**config.mk**
```make
export PLATFORM = sky130hd
export DESIGN_NAME = qie_ctrl
export DESIGN_NICKNAME = d
export VERILOG_FILES = /design/src/hdl/quadtree_image_encoder_unit_assert.svh /design/src/hdl/qie_pkg.sv /design/src/hdl/qie_ctrl.sv
export SDC_FILE = /design/constraint.sdc
export NUM_CORES = 1
export LEC_CHECK = 0
export BUFFER_PORTS_ARGS = -buffer_cell sky130_fd_sc_hd__buf_2
export CORE_MARGIN = 5
export CORE_UTILIZATION = 47
export CTS_CLUSTER_DIAMETER = 120
export DETAILED_ROUTE_END_ITERATION = 6
export PLACE_DENSITY = 0.85
export SYNTH_ARGS = -nofsm -noshare
export SYNTH_HDL_FRONTEND = slang
export SYNTH_SLANG_ARGS = --single-unit
```
**constraint.sdc**
```tcl
create_clock -name i_clk -period 1.8 [get_ports i_clk]
set_input_delay 0.09 -clock i_clk [delete_from_list [all_inputs] [get_ports i_clk]]
set_output_delay 0.09 -clock i_clk [all_outputs]
set_load 0.005 [all_outputs]
```
**src/hdl/quadtree_image_encoder_unit_assert.svh**
```systemverilog
// Assertion macros for the quadtree image encoder.
`ifndef QUADTREE_IMAGE_ENCODER_UNIT_ASSERT_SVH
`define QUADTREE_IMAGE_ENCODER_UNIT_ASSERT_SVH
// Implication checked on every clock edge outside reset.
`define QIE_ASSERT_IMP(lbl, clk, rst_n, ante, cons, msg) \
    lbl: assert property (@(posedge clk) disable iff (!rst_n) (ante) |-> (cons)) \
        else $error(msg);
// Next-cycle implication.
`define QIE_ASSERT_NEXT(lbl, clk, rst_n, ante, cons, msg) \
    lbl: assert property (@(posedge clk) disable iff (!rst_n) (ante) |=> (cons)) \
        else $error(msg);
`endif

```
**src/hdl/qie_pkg.sv**
```systemverilog
// Package: constants, types and commands for the quadtree image encoder.
package qie_pkg;
    localparam int MaxSide    = 512;
    localparam int ColorBits  = 10;
    localparam int SideW      = $clog2(MaxSide + 1);
    localparam int CoordW     = $clog2(MaxSide);
    localparam int AddrW      = 2 * CoordW;
    localparam int StackDepth = 64;
    localparam int SpW        = $clog2(StackDepth + 1);
    localparam int SpIdxW     = $clog2(StackDepth);
    localparam int CfgW       = 10;

    localparam logic [0:0] OpLoad    = 1'b0;
    localparam logic [0:0] OpRequest = 1'b1;
    localparam logic [0:0] RegWidth  = 1'b0;
    localparam logic [0:0] RegHeight = 1'b1;

    typedef struct packed {
        logic [CoordW-1:0] x;
        logic [CoordW-1:0] y;
        logic [SideW-1:0]  w;
        logic [SideW-1:0]  h;
    } t_region;

    // controller -> datapath
    typedef struct packed {
        logic load_wr;     // store a pixel
        logic load_clr;    // restart load count
        logic sp_clr;      // empty the stack
        logic push_root;   // push whole image
        logic pop;         // pop region into working regs
        logic rd_issue;    // issue a pixel read for scan
        logic scan_init;   // start scan (first pixel is reference)
        logic split;       // push up to four quadrants (one per cycle)
    } t_cmd;

    // datapath -> controller
    typedef struct packed {
        logic stack_empty;
        logic scan_last;   // current issued read is last of region
        logic mismatch;    // registered compare result, or the compare on the current read
        logic split_done;
    } t_sts;
endpackage

```
**src/hdl/qie_ctrl.sv**
```systemverilog
// Controller: sequences load, pop, scan, split and token output.
module qie_ctrl (
    input  logic                          i_clk,
    input  logic                          i_rst_n,
    input  logic                          i_in_fire,
    input  logic                          i_op,
    input  qie_pkg::t_sts                 i_sts,
    input  logic                          i_out_free,
    output logic                          o_in_ready,
    output qie_pkg::t_cmd                 o_cmd,
    output logic                          o_rd_vld,
    output logic                          o_tok_load,
    output logic                          o_tok_leaf
);
    typedef enum logic [6:0] {
        S_IDLE  = 7'b0000001,
        S_POP   = 7'b0000010,
        S_LATCH = 7'b0000100,
        S_SCAN  = 7'b0001000,
        S_DRAIN = 7'b0010000,
        S_SPLIT = 7'b0100000,
        S_TOP   = 7'b1000000
    } t_state;

    typedef enum logic [2:0] {
        P_LOAD = 3'b001,
        P_ENC  = 3'b010,
        P_DONE = 3'b100
    } t_phase;

    t_state r_st, n_st;
    t_phase r_ph, n_ph;
    logic   r_rdv, n_rdv;
    logic   r_leaf, n_leaf;

    assign o_in_ready = (r_st == S_IDLE) && i_out_free;
    assign o_rd_vld   = r_rdv;

    always_comb begin
        n_st = r_st;
        n_ph = r_ph;
        n_rdv = 1'b0;
        n_leaf = r_leaf;
        o_cmd = '0;
        o_tok_load = 1'b0;
        o_tok_leaf = r_leaf;
        unique case (r_st)
            S_IDLE: begin
                if (i_in_fire) begin
                    if (i_op == qie_pkg::OpLoad) begin
                        o_cmd.load_wr = 1'b1;
                        if (r_ph != P_LOAD) begin
                            // abandon the encode; this pixel lands at entry 0
                            o_cmd.load_clr = 1'b1;
                            o_cmd.sp_clr   = 1'b1;
                        end
                        n_ph = P_LOAD;
                    end else if (r_ph == P_LOAD) begin
                        o_cmd.sp_clr = 1'b1;
                        n_ph = P_ENC;
                        n_st = S_SPLIT;     // reused: push root then pop
                        n_leaf = 1'b0;
                    end else if (r_ph == P_ENC) begin
                        if (i_sts.stack_empty) n_ph = P_DONE;
                        else n_st = S_POP;
                    end
                end
            end
            S_SPLIT: begin
                if (!r_leaf) begin
                    o_cmd.push_root = 1'b1;
                    n_leaf = 1'b1;
                    n_st = S_TOP;
                end else begin
                    o_cmd.split = 1'b1;
                    if (i_sts.split_done) begin
                        n_st = S_IDLE;
                        o_tok_load = 1'b1;
                        o_tok_leaf = 1'b0;
                    end
                end
            end
            S_TOP: begin
                n_st = S_POP;           // stack top read catches the root push
            end
            S_POP: begin
                o_cmd.pop = 1'b1;
                n_st = S_LATCH;
            end
            S_LATCH: begin
                o_cmd.scan_init = 1'b1;
                n_st = S_SCAN;
            end
            S_SCAN: begin
                o_cmd.rd_issue = 1'b1;
                n_rdv = 1'b1;
                if (i_sts.mismatch || i_sts.scan_last) n_st = S_DRAIN;
            end
            S_DRAIN: begin
                if (!r_rdv) begin
                    if (i_sts.mismatch) begin
                        n_leaf = 1'b1;
                        n_st = S_SPLIT;
                    end else begin
                        o_tok_load = 1'b1;
                        o_tok_leaf = 1'b1;
                        if (i_sts.stack_empty) n_ph = P_DONE;
                        n_st = S_IDLE;
                    end
                end
            end
            default: n_st = S_IDLE;
        endcase
    end

    always_ff @(posedge i_clk) begin
        if (!i_rst_n) begin
            r_st <= S_IDLE;
            r_ph <= P_LOAD;
            r_rdv <= 1'b0;
            r_leaf <= 1'b0;
        end else begin
            r_st <= n_st;
            r_ph <= n_ph;
            r_rdv <= n_rdv;
            r_leaf <= n_leaf;
        end
    end
endmodule

```
# == Word level (Yosys, flattened, before mapping) ==
# Cells that the tools add are included.
# Widths: inputs -> output; s select.
# word_totals
register_bits,12
in_bits,9
out_inout_bits,12
word_cells,80
# op_classes
eq_ne,21
muxes,48
n_reduce_logical,7
# op_table
operator,n
$mux 7,9
$pmux 7 s7,1
$mux 3,9
$mux 1,22
$ne 2x2->1 const B,6
$eq 7x1->1 const B,1
$eq 7x2->1 const B,1
$eq 7x3->1 const B,1
$eq 7x4->1 const B,1
$eq 7x5->1 const B,1
$eq 7x6->1 const B,1
$eq 7x7->1 const B,1
$reduce_and 7->1,1
$mux 6,1
$ne 3x1->1 const B,2
$pmux 3 s2,1
$reduce_and 6->1,1
$reduce_and 5->1,1
$mux 2,2
$ne 4x2->1 const B,1
$pmux 1 s2,2
$eq 3x1->1 const B,1
$eq 3x2->1 const B,1
$ne 3x2->1 const B,1
7 further kinds,7

# == Depth between registers and ports, before layout ==
# logic_depth
depth_word,6
ltp_mapped,7
mapped_depth_nobuf,6

# == Worst setup path before layout ==
# Ideal clock, no wire load.
# synth_timing
kind,register to register
startpoint,reg r_st[1]
endpoint,reg r_st[0]
setup_time_ns,0.121
t_arrival_ns,1.566
required_time_ns,1.679
path_slack_ns,0.112
path_stages_with_launch,6
n_path_buf,0
path_cell_list,dfxtp_1 > nor3_4 > nand3_2 > or4b_4 > nand3_2 > mux2_4
# synth_via
elab_chain_len,3
# synth_rtl
element,line_no,rtl
start: declaration,qie_ctrl.sv:31,"t_state r_st, n_st;"
start signal: assignment,qie_ctrl.sv:123,r_st <= n_st;
$eq 7x1->1 (tied with other cells),qie_ctrl.sv:47,unique case (r_st)
$ne 3x1->1 (no source line) (tied with other cells),--,
$reduce_and 7->1 (no source line),--,
# Several ways; a longest one is shown, not always the timed one.
# A chain may end at the register's enable or synchronous reset.

# == Final worst setup path ==
# layout_timing
startpoint,reg r_st[3]
endpoint,reg r_st[0]
# The elaborated chain is that of the path after synthesis.

==> run metrics <==
placer congestion estimate 0.845; Register Area 246 um2; reg-to-reg setup timing slack 0.04 ns; insertion delay to the later sink of the worst-skew pair 0.28 ns; worst-case reg-to-reg path depth 5; post-route fraction of the period consumed by the critical path 0.980; most common cell after layout, fill and taps aside sky130_fd_sc_hd__buf_2; area of the placeable core 0.00190 mm2; post-route clock skew 0.00587 ns; Worst Setup Slack post-DPL 0.0338 ns; setup repair bufs after CTS 0; average instance area after synthesis 7.90 um2; post-synthesis sequential element count 12; Multi-input gate area 632 um2; final-report max-slew violation count 0; initial antenna violation count 0; layout-stage area growth over the synthesis result 22.5%; transition at the pin with the smallest max-transition slack 0.431 ns; HPWL reported at the end of detailed placement 1850 um; # Max-Cap Violations 0; Clk Tree Root Cell sky130_fd_sc_hd__clkbuf_4; most frequently used flop master after synthesis sky130_fd_sc_hd__dfxtp_1; endpoint class of the critical path register; worst flop-to-flop path startpoint r_st[3]; Crit. Startpoint r_st[3]; maximum buffer depth of the clock tree 2; count of distinct cell types in the synthesized netlist 46; DIE AREA 0.00291 mm2; destination of the worst register-to-register timing path r_st[0]; final standard cell utilization of the core 0.585; number of nets in the layout 150; Max Freq 0.567 GHz; TritonCTS clock tree yes; Placed Cells incl. Taps 162; worst min-delay path category input pin to register; DP Area 0.00104 mm2; FILL cells 176; most frequent cells in the layout sky130_fd_sc_hd__buf_2, sky130_fd_sc_hd__nor2_1, sky130_fd_sc_hd__dfxtp_1; remaining design rule violation count 0; count of final hold-check violations 0; worst-path fanout max 6; initial cell density of the core 0.478; Std-Cell Rows 16; Total Routing Usage GR 0.184; clock period minus worst slack 1.76 ns; violation count after the first detailed-routing iteration 31; share of flip-flops with an asynchronous set or reset 0; Sinks on Clock Net 12; vias in the first global route 905; launch point of the worst hold path i_rst_n; setup slack after layout 0.0358 ns; boundary pin count 21; Crit path arrival time 1.94 ns; type of element launching the critical path register; largest net degree at the start of global routing 14; final setup TNS 0 ns; global-route congestion overflow total 0; worst-case vdd ir drop 801 uV; remaining antenna violation count after routing 0; H-tree level count 1; total number of vias 940; count of flip-flops with a built-in enable after synthesis 0; number of standard cells after synthesis 115; Routed WL per cell 14.6 um; kind of critical path register to register; Power per Cell Area 1170 mW/mm2; cell area after layout 0.00111 mm2; destination of the worst hold path r_ph[0]; synthesized cell area 908 um2; final cell count without fillers 166; sequential-to-total area share from yosys stat 0.264; max_slew headroom 0.708; number of instances on the worst hold path 2; proportion of layout cells with a drive suffix above 1 0.353; die height 54.0 um; result of the run finished, final reports clean; total design power 1.31 mW; count of warnings emitted by yosys 0; unrepaired setup endpoints after global routing yes; global-route wire length before repair 3950 um; total of hold buffers inserted after clock tree synthesis 0; horizontal die dimension 54.0 um; final number of setup-violating endpoints 0; WP data required 1.97 ns; Hold Slack 0.0914 ns; drt via density 5.66; total inserted antenna cells 0; count of buffers from port buffering 20; total nets after synthesis 125; clock input transition at the sequential cells of the worst setup and hold paths 0.08 ns; wire length reported by the detailed router 2420 um; first-pass iteration count of the detailed router 4; cts bufs inserted 3; leakage power summed over all cells 0.499 nW
==> cells by family (layout without fill, tap and decap cells) <==
kind of cell             Yosys count  after routing  share of synthesized area
AND/OR/NAND/NOR                   60             60                      0.402
AO/OA/AOI/OAI                     26             26                      0.190
flip-flops                        12             12                      0.264
buffers and inverters             11             35                     0.0716
XOR/XNOR                           3              3                     0.0289
multiplexers                       2              2                     0.0289
adder cells (fa/ha/maj)            1              1                     0.0138
==> registers in the layout, summed over array words and instances (netlist names) <==
| name | flops |
|---|---|
| r_leaf | 1 |
| r_st | 7 |
| r_ph | 3 |
| o_rd_vld | 1 |
==> worst max-delay path by stage <==
stage                          end
after floorplan            r_st[0]
after global placement     r_st[0]
after detailed placement   r_st[0]
after CTS                 o_cmd[7]
after global routing      o_cmd[7]
final                      r_st[0]
==> worst max-delay path, stage by stage, from the launching register on <==
cell and delay, ns:
sky130_fd_sc_hd__dfxtp_4 0.38, sky130_fd_sc_hd__nor3_4 0.26, sky130_fd_sc_hd__nand3_2 0.12, sky130_fd_sc_hd__or4b_4 0.51, sky130_fd_sc_hd__nand3_2 0.10, sky130_fd_sc_hd__mux2_4 0.29
==> power breakdown <==
part / switching, mW / internal [mW] / total, mW
clock: 0.0948 / 0.123 / 0.218
sequential: 0.0734 / 0.311 / 0.384
combinational: 0.364 / 0.339 / 0.704
==> per-layer routing <==
| layer | vias to the layer above | GRT usage | part of all wire |
|---|---|---|---|
| met3 | 6 | 0.0249 | 0.030 |
| met2 | 22 | 0.325 | 0.50 |
| li1 | 466 | - | - |
| met1 | 446 | 0.223 | 0.45 |
| met5 | - | 0 | 0 |
| met4 | 0 | 0.0681 | 0.021 |
==> synthesized netlist by cell type (2+ instances only) <==
| library cell | number | area share |
|---|---|---|
| sky130_fd_sc_hd__nor2b_1 | 2 | 0.014 |
| sky130_fd_sc_hd__nor4b_1 | 3 | 0.029 |
| sky130_fd_sc_hd__nand2_1 | 6 | 0.025 |
| sky130_fd_sc_hd__nor2_1 | 14 | 0.058 |
| sky130_fd_sc_hd__buf_4 | 2 | 0.017 |
| sky130_fd_sc_hd__nand3_1 | 7 | 0.039 |
| sky130_fd_sc_hd__buf_6 | 2 | 0.025 |
| sky130_fd_sc_hd__nand3_2 | 2 | 0.022 |
| sky130_fd_sc_hd__a21oi_1 | 6 | 0.033 |
| sky130_fd_sc_hd__and2_1 | 6 | 0.041 |
| sky130_fd_sc_hd__dfxtp_1 | 12 | 0.26 |
| sky130_fd_sc_hd__a32oi_1 | 2 | 0.019 |
| sky130_fd_sc_hd__xor2_1 | 2 | 0.019 |
| sky130_fd_sc_hd__inv_1 | 5 | 0.021 |
| sky130_fd_sc_hd__nor3_1 | 4 | 0.022 |
| sky130_fd_sc_hd__and3_1 | 3 | 0.021 |
| sky130_fd_sc_hd__o21ai_0 | 8 | 0.044 |
==> repair_timing <==
item / in CTS / in global routing
endpoints found under the setup margin: 2 / 8
endpoints found under the hold margin: 0 / 0
resized for setup: 1 / 9
pin swaps: 0 / 5
==> cell type report <==
class | instances | area share
clock buffers | 4 | 0.0326
inverters | 5 | 0.0169
multi-input cells | 92 | 0.568
flip-flops and latches | 12 | 0.222
well taps | 27 | 0.0304
repair buffers | 26 | 0.130
(Power assumes the default switching activity.)
